## src/rtl/core/uac2_pkg.sv

```systemverilog
// shared types, codes and defaults for the uac2 control request responder
// no dependencies; imported by every module of the block
package uac2_pkg;

    // request and response payloads
    typedef struct packed {
        logic        func;
        logic [7:0]  entity_id;
        logic [7:0]  control_selector;
        logic [7:0]  request_code;
        logic [7:0]  channel_number;
        logic [15:0] data_length;
        logic [15:0] set_data;
    } t_req;

    typedef struct packed {
        logic [1:0] status;
        logic [7:0] reply_byte;
        logic       last;
    } t_rsp;

    // response status codes
    localparam logic [1:0] ST_BYTE  = 2'd0;
    localparam logic [1:0] ST_OK    = 2'd1;
    localparam logic [1:0] ST_STALL = 2'd2;

    // request fields
    localparam logic       FUNC_GET    = 1'b0;
    localparam logic [7:0] REQ_CUR     = 8'd1;
    localparam logic [7:0] REQ_RANGE   = 8'd2;
    localparam logic [7:0] SEL_FREQ    = 8'd1;
    localparam logic [7:0] SEL_VALID   = 8'd2;
    localparam logic [7:0] SEL_MUTE    = 8'd1;
    localparam logic [7:0] SEL_VOLUME  = 8'd2;
    localparam logic [15:0] LEN_MUTE   = 16'd1;
    localparam logic [15:0] LEN_VOLUME = 16'd2;

    // configuration register indexes
    localparam int unsigned CFG_IDX_W = 3;
    localparam logic [CFG_IDX_W-1:0] CFG_CLOCK_ENTITY   = 3'd0;
    localparam logic [CFG_IDX_W-1:0] CFG_FEATURE_ENTITY = 3'd1;
    localparam logic [CFG_IDX_W-1:0] CFG_SAMPLE_RATE    = 3'd2;
    localparam logic [CFG_IDX_W-1:0] CFG_VOLUME_MIN     = 3'd3;
    localparam logic [CFG_IDX_W-1:0] CFG_VOLUME_MAX     = 3'd4;
    localparam logic [CFG_IDX_W-1:0] CFG_VOLUME_STEP    = 3'd5;

    // configuration defaults
    localparam logic [7:0]  RST_CLOCK_ENTITY   = 8'd4;
    localparam logic [7:0]  RST_FEATURE_ENTITY = 8'd2;
    localparam logic [31:0] RST_SAMPLE_RATE    = 32'd48000;
    localparam logic [15:0] RST_VOLUME_MIN     = 16'(-12800);
    localparam logic [15:0] RST_VOLUME_MAX     = 16'd0;
    localparam logic [15:0] RST_VOLUME_STEP    = 16'd256;

    localparam int unsigned DEF_CHANNELS = 2;

    // reply buffer
    localparam int unsigned REPLY_BYTES = 14;
    localparam int unsigned BYTE_IDX_W  = $clog2(REPLY_BYTES);

    // decoded request kind
    typedef enum logic [3:0] {
        K_STALL,
        K_SET_MUTE,
        K_SET_VOL,
        K_CLK_CUR,
        K_CLK_RANGE,
        K_CLK_VALID,
        K_MUTE_CUR,
        K_VOL_CUR,
        K_VOL_RANGE
    } t_kind;

    // controller to datapath commands
    typedef struct packed {
        logic load;   // capture request
        logic read;   // store read and set commit
        logic build;  // load first result
        logic next;   // load following result
    } t_dp_cmd;

    // datapath to controller status
    typedef struct packed {
        logic last;   // result on the output is the final one
    } t_dp_stat;

    // number of results for a request kind
    function automatic logic [BYTE_IDX_W-1:0] kind_len(input t_kind k);
        logic [BYTE_IDX_W-1:0] n;
        case (k)
            K_CLK_CUR:   n = BYTE_IDX_W'(4);
            K_CLK_RANGE: n = BYTE_IDX_W'(14);
            K_VOL_CUR:   n = BYTE_IDX_W'(2);
            K_VOL_RANGE: n = BYTE_IDX_W'(8);
            default:     n = BYTE_IDX_W'(1);
        endcase
        return n;
    endfunction

endpackage

```

## src/rtl/core/uac2_ctrl.sv

```systemverilog
// sequencing state machine for the uac2 responder
// depends on uac2_pkg; drives commands into uac2_dp
module uac2_ctrl import uac2_pkg::*; (
    input  logic     i_clk,
    input  logic     i_rst_n,
    input  logic     i_req_valid,
    output logic     o_req_ready,
    output logic     o_rsp_valid,
    input  logic     i_rsp_ready,
    input  t_dp_stat i_stat,
    output t_dp_cmd  o_cmd
);

    typedef enum logic [3:0] {
        S_IDLE = 4'b0001,
        S_READ = 4'b0010,
        S_LOAD = 4'b0100,
        S_SEND = 4'b1000
    } t_state;

    t_state r_state, n_state;
    logic   w_acc;
    logic   w_out;

    assign o_req_ready = (r_state == S_IDLE);
    assign o_rsp_valid = (r_state == S_SEND);
    assign w_acc       = i_req_valid && o_req_ready;
    assign w_out       = o_rsp_valid && i_rsp_ready;

    // next state and commands
    always_comb begin
        n_state = r_state;
        o_cmd   = '0;
        case (r_state)
            S_IDLE: begin
                if (w_acc) begin
                    o_cmd.load = 1'b1;
                    n_state    = S_READ;
                end
            end
            S_READ: begin
                o_cmd.read = 1'b1;
                n_state    = S_LOAD;
            end
            S_LOAD: begin
                o_cmd.build = 1'b1;
                n_state     = S_SEND;
            end
            S_SEND: begin
                if (w_out) begin
                    if (i_stat.last) begin
                        n_state = S_IDLE;
                    end else begin
                        o_cmd.next = 1'b1;
                    end
                end
            end
            default: n_state = S_IDLE;
        endcase
    end

    // state register
    always_ff @(posedge i_clk) begin
        if (!i_rst_n) begin
            r_state <= S_IDLE;
        end else begin
            r_state <= n_state;
        end
    end

endmodule

```

## src/rtl/core/uac2_dp.sv

```systemverilog
// datapath: configuration registers, channel stores, decode and reply serializer
// depends on uac2_pkg; commanded by uac2_ctrl
module uac2_dp import uac2_pkg::*; #(
    parameter int unsigned CHANNELS = DEF_CHANNELS
) (
    input  logic                 i_clk,
    input  logic                 i_rst_n,
    input  logic                 i_cfg_valid,
    input  logic [CFG_IDX_W-1:0] i_cfg_index,
    input  logic [31:0]          i_cfg_data,
    input  t_req                 i_req,
    input  t_dp_cmd              i_cmd,
    output t_dp_stat             o_stat,
    output t_rsp                 o_rsp
);

    localparam int unsigned DEPTH = CHANNELS + 1;
    localparam int unsigned CH_W  = (DEPTH > 1) ? $clog2(DEPTH) : 1;

    // configuration registers
    logic [7:0]  r_clock_entity;
    logic [7:0]  r_feature_entity;
    logic [31:0] r_sample_rate;
    logic [15:0] r_volume_min;
    logic [15:0] r_volume_max;
    logic [15:0] r_volume_step;

    // request and stores
    t_req             r_req;
    logic [7:0]       mute_mem [DEPTH];
    logic [15:0]      vol_mem  [DEPTH];
    logic [DEPTH-1:0] r_mute_vld;
    logic [DEPTH-1:0] r_vol_vld;
    logic [7:0]       r_mute_rd;
    logic [15:0]      r_vol_rd;

    // serializer
    t_rsp                  r_rsp;
    logic [BYTE_IDX_W-1:0] r_idx;

    logic                       w_ch_ok;
    logic [CH_W-1:0]            w_ch;
    t_kind                      w_kind;
    logic [BYTE_IDX_W-1:0]      w_len;
    logic [BYTE_IDX_W-1:0]      w_sel;
    logic [REPLY_BYTES*8-1:0]   w_buf;
    t_rsp                       w_rsp;

    // configuration writes
    always_ff @(posedge i_clk) begin
        if (!i_rst_n) begin
            r_clock_entity   <= RST_CLOCK_ENTITY;
            r_feature_entity <= RST_FEATURE_ENTITY;
            r_sample_rate    <= RST_SAMPLE_RATE;
            r_volume_min     <= RST_VOLUME_MIN;
            r_volume_max     <= RST_VOLUME_MAX;
            r_volume_step    <= RST_VOLUME_STEP;
        end else if (i_cfg_valid) begin
            case (i_cfg_index)
                CFG_CLOCK_ENTITY:   r_clock_entity   <= i_cfg_data[7:0];
                CFG_FEATURE_ENTITY: r_feature_entity <= i_cfg_data[7:0];
                CFG_SAMPLE_RATE:    r_sample_rate    <= i_cfg_data;
                CFG_VOLUME_MIN:     r_volume_min     <= i_cfg_data[15:0];
                CFG_VOLUME_MAX:     r_volume_max     <= i_cfg_data[15:0];
                CFG_VOLUME_STEP:    r_volume_step    <= i_cfg_data[15:0];
                default: ;
            endcase
        end
    end

    // request capture
    always_ff @(posedge i_clk) begin
        if (i_cmd.load) begin
            r_req <= i_req;
        end
    end

    assign w_ch_ok = (r_req.channel_number <= 8'(CHANNELS));
    assign w_ch    = r_req.channel_number[CH_W-1:0];

    // request decode
    always_comb begin
        w_kind = K_STALL;
        if (r_req.func == FUNC_GET) begin
            if (r_req.entity_id == r_clock_entity) begin
                if (r_req.control_selector == SEL_FREQ && r_req.request_code == REQ_CUR) begin
                    w_kind = K_CLK_CUR;
                end else if (r_req.control_selector == SEL_FREQ
                             && r_req.request_code == REQ_RANGE) begin
                    w_kind = K_CLK_RANGE;
                end else if (r_req.control_selector == SEL_VALID
                             && r_req.request_code == REQ_CUR) begin
                    w_kind = K_CLK_VALID;
                end
            end else if (r_req.entity_id == r_feature_entity) begin
                if (r_req.control_selector == SEL_MUTE && r_req.request_code == REQ_CUR
                    && w_ch_ok) begin
                    w_kind = K_MUTE_CUR;
                end else if (r_req.control_selector == SEL_VOLUME
                             && r_req.request_code == REQ_RANGE) begin
                    w_kind = K_VOL_RANGE;
                end else if (r_req.control_selector == SEL_VOLUME
                             && r_req.request_code == REQ_CUR && w_ch_ok) begin
                    w_kind = K_VOL_CUR;
                end
            end
        end else if (r_req.entity_id == r_feature_entity && r_req.request_code == REQ_CUR
                     && w_ch_ok) begin
            if (r_req.control_selector == SEL_MUTE && r_req.data_length == LEN_MUTE) begin
                w_kind = K_SET_MUTE;
            end else if (r_req.control_selector == SEL_VOLUME
                         && r_req.data_length == LEN_VOLUME) begin
                w_kind = K_SET_VOL;
            end
        end
    end

    // store read and set commit; entries never written read as zero
    always_ff @(posedge i_clk) begin
        if (i_cmd.read) begin
            r_mute_rd <= r_mute_vld[w_ch] ? mute_mem[w_ch] : 8'd0;
            r_vol_rd  <= r_vol_vld[w_ch]  ? vol_mem[w_ch]  : 16'd0;
            if (w_kind == K_SET_MUTE) begin
                mute_mem[w_ch] <= r_req.set_data[7:0];
            end
            if (w_kind == K_SET_VOL) begin
                vol_mem[w_ch] <= r_req.set_data;
            end
        end
    end

    // store valid bits
    always_ff @(posedge i_clk) begin
        if (!i_rst_n) begin
            r_mute_vld <= '0;
            r_vol_vld  <= '0;
        end else if (i_cmd.read) begin
            if (w_kind == K_SET_MUTE) begin
                r_mute_vld[w_ch] <= 1'b1;
            end
            if (w_kind == K_SET_VOL) begin
                r_vol_vld[w_ch] <= 1'b1;
            end
        end
    end

    // reply bytes, little-endian, byte k at bits 8k
    always_comb begin
        w_buf = '0;
        case (w_kind)
            K_CLK_CUR:   w_buf[31:0] = r_sample_rate;
            K_CLK_RANGE: w_buf[111:0] = {32'd0, r_sample_rate, r_sample_rate, 16'd1};
            K_CLK_VALID: w_buf[7:0] = 8'd1;
            K_MUTE_CUR:  w_buf[7:0] = r_mute_rd;
            K_VOL_CUR:   w_buf[15:0] = r_vol_rd;
            K_VOL_RANGE: w_buf[63:0] = {r_volume_step, r_volume_max, r_volume_min, 16'd1};
            default:     w_buf = '0;
        endcase
    end

    assign w_len = kind_len(w_kind);
    assign w_sel = i_cmd.build ? '0 : r_idx;

    // result for the selected byte
    always_comb begin
        w_rsp.last = (w_sel == w_len - BYTE_IDX_W'(1));
        case (w_kind)
            K_STALL: begin
                w_rsp.status     = ST_STALL;
                w_rsp.reply_byte = 8'd0;
            end
            K_SET_MUTE, K_SET_VOL: begin
                w_rsp.status     = ST_OK;
                w_rsp.reply_byte = 8'd0;
            end
            default: begin
                w_rsp.status     = ST_BYTE;
                w_rsp.reply_byte = w_buf[w_sel*8 +: 8];
            end
        endcase
    end

    // output register and byte counter
    always_ff @(posedge i_clk) begin
        if (i_cmd.build || i_cmd.next) begin
            r_rsp <= w_rsp;
            r_idx <= w_sel + BYTE_IDX_W'(1);
        end
    end

    assign o_rsp       = r_rsp;
    assign o_stat.last = r_rsp.last;

endmodule

```

## src/rtl/core/uac2_control_request_responder.sv

```systemverilog
// uac2 control request responder: one request accepted when idle, replies one result a cycle while i_rsp_ready is high
// first result: the request capture, the store read (S_READ) and the result load (S_LOAD) are registered in turn
// a new request is accepted only after the last result of the current one has been taken
// reset: synchronous active low; config returns to defaults, mute and volume stores read as zero
// depends on uac2_pkg, uac2_ctrl and uac2_dp
module uac2_control_request_responder import uac2_pkg::*; #(
    parameter int unsigned CHANNELS = DEF_CHANNELS
) (
    input  logic                 i_clk,
    input  logic                 i_rst_n,
    input  logic                 i_req_valid,
    output logic                 o_req_ready,
    input  t_req                 i_req,
    output logic                 o_rsp_valid,
    input  logic                 i_rsp_ready,
    output t_rsp                 o_rsp,
    input  logic                 i_cfg_valid,
    output logic                 o_cfg_ready,
    input  logic [CFG_IDX_W-1:0] i_cfg_index,
    input  logic [31:0]          i_cfg_data
);

    t_dp_cmd  w_cmd;
    t_dp_stat w_stat;

    // config writes are always taken
    assign o_cfg_ready = 1'b1;

    // sequencer
    uac2_ctrl u_ctrl (
        .i_clk       (i_clk),
        .i_rst_n     (i_rst_n),
        .i_req_valid (i_req_valid),
        .o_req_ready (o_req_ready),
        .o_rsp_valid (o_rsp_valid),
        .i_rsp_ready (i_rsp_ready),
        .i_stat      (w_stat),
        .o_cmd       (w_cmd)
    );

    // datapath
    uac2_dp #(
        .CHANNELS (CHANNELS)
    ) u_dp (
        .i_clk       (i_clk),
        .i_rst_n     (i_rst_n),
        .i_cfg_valid (i_cfg_valid),
        .i_cfg_index (i_cfg_index),
        .i_cfg_data  (i_cfg_data),
        .i_req       (i_req),
        .i_cmd       (w_cmd),
        .o_stat      (w_stat),
        .o_rsp       (o_rsp)
    );

endmodule

```

## config.mk

```make
export PLATFORM = sky130hd
export DESIGN_NAME = uac2_control_request_responder
export DESIGN_NICKNAME = d
export VERILOG_FILES = /design/src/rtl/core/uac2_pkg.sv /design/src/rtl/core/uac2_ctrl.sv /design/src/rtl/core/uac2_dp.sv /design/src/rtl/core/uac2_control_request_responder.sv
export SDC_FILE = /design/constraint.sdc
export NUM_CORES = 1
export LEC_CHECK = 0
export BUFFER_PORTS_ARGS = -buffer_cell sky130_fd_sc_hd__buf_2
export CORE_ASPECT_RATIO = 1.1
export CORE_UTILIZATION = 40
export CTS_BUF_LIST = sky130_fd_sc_hd__clkbuf_4 sky130_fd_sc_hd__clkbuf_8 sky130_fd_sc_hd__clkbuf_16
export CTS_CLUSTER_DIAMETER = 50
export DETAILED_ROUTE_END_ITERATION = 6
export MAX_ROUTING_LAYER = met4
export PLACE_DENSITY = 0.67
export REMOVE_ABC_BUFFERS = 1
export SLEW_MARGIN = 40
export SYNTH_ARGS = -nofsm -noshare
export SYNTH_HDL_FRONTEND = slang
export SYNTH_SLANG_ARGS = --single-unit
```

## constraint.sdc

```tcl
create_clock -name i_clk -period 11.33 [get_ports i_clk]
set_input_delay 0 -clock i_clk [delete_from_list [all_inputs] [get_ports i_clk]]
set_output_delay 0 -clock i_clk [all_outputs]
set_load 0.02 [all_outputs]
```

== Yosys cells after proc, flatten, opt, wreduce, memory -nomap -nowiden ==
Memory sizes are Yosys's and may differ from the RTL's. A register that Yosys moved wholly into a read port is not among the register bits.
Cells that the tools add are included.

* Add/subtract/negate cells: 2
* $lt $le $gt $ge: 3
* Eq/ne operators: 29
* Shifts and indexed selects: 1
* Muxes and demuxes: 43
* Bitwise gates (word level): 2
* Reduce and logical (&&, ||, !) cells: 29

{| class="wikitable"
|+ Operator list
! operator !! count
|-
| $shiftx A112 B8 Y8 || 1
|-
| $pmux W32 S2 || 1
|-
| $mux W4 || 13
|-
| $pmux W16 S3 || 1
|-
| $pmux W4 S4 || 2
|-
| $pmux W8 S4 || 1
|-
| $eq A4 B3 Y1 const B || 5
|-
| $pmux W10 S2 || 1
|-
| $eq A16 B1 Y1 const B || 1
|-
| $eq A16 B2 Y1 const B || 1
|-
| $eq A8 B1 Y1 const B || 2
|-
| $eq A8 B2 Y1 const B || 2
|-
| $eq A8 B8 Y1 || 2
|-
| $mux W1 || 16
|-
| $mux W16 || 1
|-
| $pmux W8 S2 || 1
|-
| $reduce_and A2 Y1 || 8
|-
| $logic_and A1 B1 Y1 || 13
|-
| $eq A4 B2 Y1 const B || 3
|-
| $eq A4 B1 Y1 const B || 2
|-
| $eq A4 B4 Y1 const B || 2
|-
| $le A8 B2 Y1 const B || 1
|-
| $eq A3 B2 Y1 const B || 2
|-
| $eq A3 B3 Y1 const B || 2
|-
| other kinds (20) || 25
|}

* Register bits after elaboration: 186
* RAM bits: 72
* Bits of input ports: 105
* Output and inout port bits: 14
* Word-level logic and storage cells: 131
* Memories kept: 2

{| class="wikitable"
|+ Memory list
! name !! words !! bits a word !! rd ports !! clocked after Yosys merged registers in !! write ports !! RTL line !! source
|-
| u_dp.vol_mem || 3 || 16 || 1 || 1 || 1 || uac2_dp.sv:31 || <nowiki>logic [15:0] vol_mem [DEPTH];</nowiki>
|-
| u_dp.mute_mem || 3 || 8 || 1 || 1 || 1 || uac2_dp.sv:30 || <nowiki>logic [7:0] mute_mem [DEPTH];</nowiki>
|}

== Logic depth before layout (Yosys ltp) ==
Gate-level depths: netlist of run 1.

* Depth in word-level cells: 14
* Mapped depth: 12
* Mapped depth without buffers: 10

== Hierarchy ==
From an unflattened synthesis of run 1, not the netlist that was laid out.

* Cell total of the unflattened synthesis: 1133
* Area total of the unflattened synthesis: 12316.8 sq um

{| class="wikitable"
|+ Modules (own cells, without submodules)
! module !! times used !! cells each !! area an instance (sq um) !! sequential area each (sq um)
|-
| uac2_dp || 1 || 1106 || 12050.3 || 7327.0
|-
| uac2_ctrl || 1 || 25 || 255.2 || 80.1
|-
| uac2_control_request_responder || 1 || 2 || 11.3 || 0.0
|}

== Least setup slack after synthesis of run 1 ==
No wires, ideal clock.

* Kind: register to register
* Start point: register u_dp.r_req[43] (netlist bit)
* End point: memory u_dp.vol_mem[0][0], enable pin
* Arrival time: 3.480 ns
* Path slack: 7.438 ns
* Cell stages (with the launch flop): 8
* Clock period less this slack: 3.892 ns
* Cell sequence: edfxtp_1 -> or4_4 -> or4_4 -> buf_6 -> nor4_4 -> a211oi_1 -> nand3b_1 -> nor3_1

* Word-level cells in the longest chain between the ends: 13
* Elaborated cells between the ends (all ways): 24

{| class="wikitable"
|+ Ends and longest elaborated chain
! item !! RTL line !! source
|-
| from (decl) || uac2_dp.sv:29 || <nowiki>t_req r_req;</nowiki>
|-
| from (signal assigned) || uac2_dp.sv:74 || <nowiki>r_req <= i_req;</nowiki>
|-
| $eq A8 B1 Y1 || n/a ||
|-
| $logic_and A1 B1 Y1 || uac2_dp.sv:92, uac2_dp.sv:103 ||
|-
| $logic_and A1 B1 Y1 || uac2_dp.sv:103 || <nowiki>&& r_req.request_code == REQ_CUR && w_ch_ok) begin</nowiki>
|-
| $mux W3 || uac2_dp.sv:102 || <nowiki>end else if (r_req.control_selector == SEL_VOLUME</nowiki>
|-
| $mux W4 || uac2_dp.sv:99 || <nowiki>end else if (r_req.control_selector == SEL_VOLUME</nowiki>
|-
| $mux W4 || uac2_dp.sv:96 || <nowiki>if (r_req.control_selector == SEL_MUTE && r_req.request_code == REQ_CUR</nowiki>
|-
| $mux W4 || uac2_dp.sv:95 || <nowiki>end else if (r_req.entity_id == r_feature_entity) begin</nowiki>
|-
| $mux W4 || uac2_dp.sv:85 || <nowiki>if (r_req.entity_id == r_clock_entity) begin</nowiki>
|-
| $mux W4 (*) || uac2_dp.sv:84 || <nowiki>if (r_req.func == FUNC_GET) begin</nowiki>
|-
| $eq A4 B2 Y1 (*) || uac2_dp.sv:126 || <nowiki>if (w_kind == K_SET_VOL) begin</nowiki>
|-
| $mux W1 (*) || uac2_dp.sv:126 ||
|-
| $mux W1 (*) || uac2_dp.sv:120 || <nowiki>if (i_cmd.read) begin</nowiki>
|-
| $mux W1 (implied by the code) (*) || uac2_dp.sv:127 || <nowiki>vol_mem[w_ch] <= r_req.set_data;</nowiki>
|-
| to (decl) || uac2_dp.sv:31 ||
|}

Every way passes the cells marked *; elsewhere a longest branch is shown, timed or not.

== Final worst setup path of run 1 ==
* Start point: register u_dp.r_req[58] (netlist bit)
* End point: memory u_dp.mute_mem[1][5], enable pin

* Word-level cells in the longest chain between the ends: 9
* Elaborated cells between the ends (all ways): 12

{| class="wikitable"
|+ Ends and longest elaborated chain
! item !! RTL line !! source
|-
| $eq A8 B8 Y1 || uac2_dp.sv:95, uac2_dp.sv:107 ||
|-
| $logic_and A1 B1 Y1 || uac2_dp.sv:107 || <nowiki>end else if (r_req.entity_id == r_feature_entity && r_req.request_code == REQ_CUR</nowiki>
|-
| $logic_and A1 B1 Y1 || uac2_dp.sv:108 || <nowiki>&& w_ch_ok) begin</nowiki>
|-
| $mux W4 || uac2_dp.sv:107 ||
|-
| $mux W4 (*) || uac2_dp.sv:84 ||
|-
| $eq A4 B1 Y1 (*) || uac2_dp.sv:123 || <nowiki>if (w_kind == K_SET_MUTE) begin</nowiki>
|-
| $mux W1 (*) || uac2_dp.sv:123 ||
|-
| $mux W1 (*) || uac2_dp.sv:120 ||
|-
| $mux W1 (implied by the code) (*) || uac2_dp.sv:124 || <nowiki>mute_mem[w_ch] <= r_req.set_data[7:0];</nowiki>
|-
| to (decl) || uac2_dp.sv:30 ||
|}

Marks and branches as above.

==> results of run 1 <==
state kept, by name, indices dropped and copies added (netlist names):
| register | flops |
|---|---|
| u_dp.r_volume_step | 16 |
| u_ctrl.r_state | 4 |
| u_dp.r_sample_rate | 32 |
| u_dp.r_mute_vld | 3 |
| u_dp.r_feature_entity | 8 |
| u_dp.r_vol_rd | 16 |
| u_dp.r_vol_vld | 3 |
| u_dp.mute_mem | 24 |
| u_dp.o_rsp | 10 |
| u_dp.r_clock_entity | 8 |
| u_dp.r_mute_rd | 8 |
| u_dp.r_req | 65 |
| u_dp.vol_mem | 48 |
| u_dp.r_volume_min | 16 |
| u_dp.o_stat | 1 |
| u_dp.r_volume_max | 16 |
| u_dp.r_idx | 4 |
per-layer routing:
metal | vias to the layer above | global-route usage | wire length [um]
li1 | 4460 | - | -
met5 | - | - | 0
met4 | 0 | 0.0723 | 981
met2 | 297 | 0.345 | 15000
met1 | 4315 | 0.264 | 13100
met3 | 77 | 0.0277 | 1960
metrics by stage:
step                 util  hold slack, ns  cell area [um2]  worst slack [ns]
global route        0.508          0.0984            15000              7.19
CTS                 0.507          0.0405            15000              7.39
finish              0.508          0.0683            15000              7.51
detailed placement  0.439           0.178            13000              7.42
global placement    0.438           0.177            13000              7.17
floorplan               -          0.0718            11800              6.98
final timing paths:
| path | cells after the start | from | end | slack, ns |
|---|---|---|---|---|
| setup / recovery | 7 | u_dp.r_req[58] | u_dp.mute_mem[1][5] | 7.51 |
| hold / removal | 5 | i_cfg_index[0] | u_dp.r_feature_entity[3] | 0.07 |
| setup reg to reg | 7 | u_dp.r_req[58] | u_dp.mute_mem[1][5] | 7.51 |
| hold reg to reg | 2 | u_dp.r_volume_min[1] | u_dp.r_volume_min[1] | 0.46 |
power breakdown:
part | switching [W] | internal [W] | leakage [nW]
registers | 0.0000217 | 0.00113 | 2.51
logic | 0.0000708 | 0.0000635 | 2.33
clock network | 0.000399 | 0.000565 | 0.499
total | 0.000492 | 0.00175 | 5.34
worst reg2reg max path, stage by stage (launching register included):
cell      delay [ns]
edfxtp_1        0.42
xor2_1          0.17
nor4_1          0.60
nand4_1         0.42
o41a_4          0.62
o22a_4          0.27
nand3b_1        0.25
nor2_1          0.70
final cells by class:
| class | instances | area share |
|---|---|---|
| Clock inverter | 15 | 0.00732 |
| Inverter | 8 | 0.00200 |
| Timing Repair Buffer | 234 | 0.115 |
| Tap cell | 374 | 0.0311 |
| Multi-Input combinational cell | 767 | 0.294 |
| Sequential cell | 282 | 0.492 |
| Clock buffer | 41 | 0.0581 |
cells by family after synthesis:
logic type,count (synthesis),synth area share
AOI/OAI and AO/OA,262,0.148
xor gates and xnor gates,20,0.0145
adders and majority gates,1,0.00103
buffers and inverters,75,0.0270
DFF,282,0.612
muxes,39,0.0326
other,1,0.000310
and+or+nand+nor,444,0.165
synth_stat cells, types with 8 or more instances:
cell      instances  share of area
nand2_1         251          0.078
edfxtp_1        176           0.44
dfxtp_1         106           0.18
a21boi_0         81          0.050
a21oi_1          74          0.031
nor2_1           70          0.022
clkbuf_1         48          0.015
mux2i_1          35          0.029
nand3_1          27          0.011
nor3_1           20         0.0083
a22oi_1          19          0.012
o21ai_0          18         0.0074
a221oi_1         13         0.0094
buf_2            11         0.0045
o21a_1           11         0.0068
xnor2_1          11         0.0080
a211oi_1         10         0.0062
nand2b_1         10         0.0052
nor4_1            9         0.0046
xor2_1            9         0.0065
inv_1             8         0.0025
what timing repair did:
item | CTS | global route
setup endpoints to repair | 0 | 0
endpoints found under the hold margin | 171 | 0
hold buffers | 104 | 0
==> results.yml, run 1 <==
floorplanning:
  core_area_um2: 29600
  num_rows: 66
  start_util: 0.409
  io_pins: 119
  die_y_um: 185
  die_area_um2: 31000
  die_w_um: 168
setup_path:
  worstPathMaxFanout: 9
  endpoint_kind: "flop"
  cp_num_buf_inv: 0
  arrival_ns: 3.99
  critical_path_class: "flop to flop"
  max_stage_delay_ns: 0.70
  cp_cell_sequence: "xor2_1 -> nor4_1 -> nand4_1 -> o41a_4 -> o22a_4 -> nand3b_1 -> nor2_1"
  cp_slowest_cell: "nor2_1"
  crit_family: "simple AND/OR/NAND/NOR gates"
  crit_path_start_kind: "flop"
  cp_data_required_time_ns: 11.50
hold_path:
  hp-class: "input pin to flop"
global_route:
  grt_remaining_overflow: 0
  grt_antenna_before_repair: 0
  grt_pass1_vias: 8867
  grt_max_degree: 66
  grt_util_all_layers: 0.209
  grt_pass1_wl_um: 49000
finish:
  multi_input_area_um2: 4430
  fin_cells: 1721
  final_cell_mix: "250 x nand2_1, 176 x edfxtp_1, 116 x buf_2, 106 x dfxtp_1, 104 x dlygate4sd3_1"
  final_common_cell: "nand2_1"
  layout-drive-gt1-share: 0.161
  fin_nets: 1430
  antenna_cells: 0
  nFillCells: 2644
  final-seq-area_um2: 7410
  area_growth_pct: 24.2
yosys:
  synth_seq_cells: 282
  syn_area_um2: 12100
  synth_edf_count: 176
  synthArstFlopShare: 0
  avgSynthCellArea_um2: 10.8
  yosys_warnings: 0
  synthCells: 1124
  synth_ff_type: "edfxtp_1"
  yosysSeqAreaShare: 0.612
  synthDistinctLibCells: 65
sta:
  period_needed_ns: 3.82
  worst_slew_pin_slew_ns: 0.884
  setup_viol: 0
  max_freq_mhz: 262
  max-slew-margin-rel: 0.409
  period_share: 0.337
  final_max_slew_viol_count: 0
  skew_ns: 0.0131
  rsz0062_at_grt: "false"
  tns_ns: 0
  hold_violations: 0
run_status:
  status: "complete, no violations"
power_and_ir_drop:
  p_leak_nw: 5.34
  power_density_nw_per_um2: 149
  power_w: 0.00224
  ir_worst_vdd_uv: 96.0
detailed_routing:
  viasPerCell: 5.32
  totalWireLength_um: 31100
  drtIter0Drc: 835
  drtPass1Iterations: 5
  post-route-drc-count: 0
  via_count: 9149
  postRouteAntennaNets: 0
  wire_per_inst_um: 18.1
placed_design:
  dp.cells: 1561
  dpl.hpwl_um: 20400
  portBuffers: 117
  gp_congestion: 0.898
clock_network:
  clockBufferDepth: 3
  clock_sink_count: 282
  clk_pin_slew_worst_paths_ns: 0.06
  cts-root-buf: "clkbuf_16"
  cts_tree: "done"
  htree_levels: 1
  clkLatencyLatePin_ns: 0.55
  cts_setup_buffers: 0
  cts_buffers: 31
  cts_resized: 0
job:
  maxCapViolations: 0
Note: power is estimated with default switching activity, not from simulation.
==> inputs of run 2 (changes only) <==
- PLACE_DENSITY: 0.67 -> 0.69
- clock period: 11.33 -> 3.4 ns (I/O delays scaled with it)
==> results.yml, run 2 (synthesis results as in run 1) <==
clock_network:
  clock_sink_count: 282
  cts_buffers: 35
  cts_tree: "done"
  cts-root-buf: "clkbuf_16"
  clk_pin_slew_worst_paths_ns: 0.06
  clockBufferDepth: 3
  clkLatencyLatePin_ns: 0.52
  htree_levels: 2
sta:
  setup_viol: 0
  skew_ns: 0.0163
  tns_ns: 0
  max-slew-margin-rel: 0.485
  worst_slew_pin_slew_ns: 0.771
  max_freq_mhz: 305
  period_needed_ns: 3.28
  fin_hold_ws_ns: 0.0147
  period_share: 0.965
  hold_violations: 0
  final_max_slew_viol_count: 0
detailed_routing:
  route.met3.wl_um: 2050
  wl_met1_um: 13200
  drtPass1Iterations: 5
  postRouteAntennaNets: 0
  via_count: 9443
  viasPerCell: 5.38
  drtIter0Drc: 1024
  route.met2.wl_um: 16000
  post-route-drc-count: 0
  wire_per_inst_um: 18.3
  totalWireLength_um: 32200
  highest_layer: "met4"
floorplanning:
  die_area_um2: 31000
  num_rows: 66
  io_pins: 119
  die_y_um: 185
  core_area_um2: 29600
  die_w_um: 168
  start_util: 0.409
placed_design:
  gp_congestion: 0.885
  portBuffers: 117
  dpl.hpwl_um: 21200
global_route:
  grt_pass1_wl_um: 50100
  grt_pass1_vias: 9315
  grt_max_degree: 66
  grt_remaining_overflow: 0
  grt_util_all_layers: 0.214
  grt_antenna_before_repair: 1
power_and_ir_drop:
  power_density_nw_per_um2: 509
  ir_worst_vdd_uv: 478
  p_leak_nw: 5.55
hold_path:
  hp-class: "input pin to flop"
  hp-start: "i_cfg_index[1]"
  hold_depth: 5
  min_to: "u_dp.r_sample_rate[0]"
setup_path:
  timing.rr.start: "u_dp.r_req[53]"
  cp_slowest_cell: "or4_1"
  max_stage_delay_ns: 0.58
  endpoint_kind: "flop"
  arrival_ns: 3.61
  r2r_slack_ns: 0.12
  reg2regPathDepth: 9
  cp_num_buf_inv: 1
  cp_cell_sequence: "or4_1 -> or4_4 -> buf_4 -> o41a_4 -> o22a_4 -> nor2_1 -> a21oi_1 -> a211o_1 -> a211oi_1"
  r2r_end: "u_dp.o_rsp[1]"
  cp_data_required_time_ns: 3.73
  critical_path_class: "flop to flop"
  crit_family: "simple AND/OR/NAND/NOR gates"
  crit_path_start_kind: "flop"
  worstPathMaxFanout: 6
finish:
  area_growth_pct: 27.8
  final_cell_mix: "251 x nand2_1, 176 x edfxtp_1, 117 x buf_2, 106 x dfxtp_1, 101 x dlygate4sd3_1"
  largestRegisters: "u_dp.r_req: 65 flops, u_dp.vol_mem: 48 flops, u_dp.r_sample_rate: 32 flops"
  fin_util: 0.522
  nFillCells: 2555
  regMostFlops: "u_dp.r_req"
  largest_reg_flops: 65
  layout-drive-gt1-share: 0.185
  final_common_cell: "nand2_1"
  fin_nets: 1461
run_status:
  status: "complete, no violations"
job:
  maxCapViolations: 0
[run 2: worst max-delay path by stage]
stage,slack (ns),cells past startpoint,startpoint,endpoint
finish,0.12,9,u_dp.r_req[53],u_dp.o_rsp[1]
global route,-0.004,10,u_dp.r_req[52],u_dp.o_rsp[6]
CTS,0.18,10,u_dp.r_req[43],u_dp.o_rsp[4]
detailed placement,0.21,9,u_dp.r_req[43],u_dp.o_rsp[1]
global placement,0.24,10,u_dp.r_req[58],u_dp.o_rsp[1]
floorplan,-0.95,6,u_dp.r_req[43],u_dp.vol_mem[0][0]
[run 2: stage by stage]
stage / instances / area [um2] / total power, W / setup WS (ns)
finish: 1756 / 15500 / 0.00788 / 0.120
CTS: 1751 / 15400 / 0.00792 / 0.176
global route: 1756 / 15500 / 0.00811 / -0.00437
global placement: 1587 / 13300 / 0.00424 / 0.238
floorplan: 1057 / 11800 / 0.00406 / -0.946
detailed placement: 1587 / 13300 / 0.00425 / 0.209
[run 2: layout make-up]
class,count,area [um2],share of cell area
diodes,1,2.50,0.000162
clock buffers,48,997,0.0644
clock inverters,15,140,0.00905
inverters,8,30.0,0.00194
multi-input cells,767,4420,0.285
flip-flops and latches,282,7410,0.479
well taps,374,468,0.0302
repair buffers,261,2020,0.130
[run 2: worst reg2reg max path: stages, from the launching register on]
cell and delay (ns):
edfxtp_1 0.35, or4_1 0.58, or4_4 0.57, buf_4 0.17, o41a_4 0.38, o22a_4 0.26, nor2_1 0.16, a21oi_1 0.09
a211o_1 0.29, a211oi_1 0.26
[run 2: layer usage]
metal	vias to the layer above	GRT usage
met4	0	0.0789
met1	4498	0.259
met3	70	0.0294
met5	-	-
li1	4515	-
met2	360	0.365
[run 2: power breakdown]
| group | internal [W] | switching, W |
|---|---|---|
| combinational | 0.000217 | 0.000238 |
| clock | 0.00217 | 0.00144 |
| sequential | 0.00375 | 0.0000713 |
| total | 0.00613 | 0.00174 |
[run 2: repair_timing]
action,in CTS,in global routing
resized for setup,0,3
hold buffers,101,0
endpoints found under the hold margin,165,0
setup endpoints to repair,0,3
buffers inserted,0,3
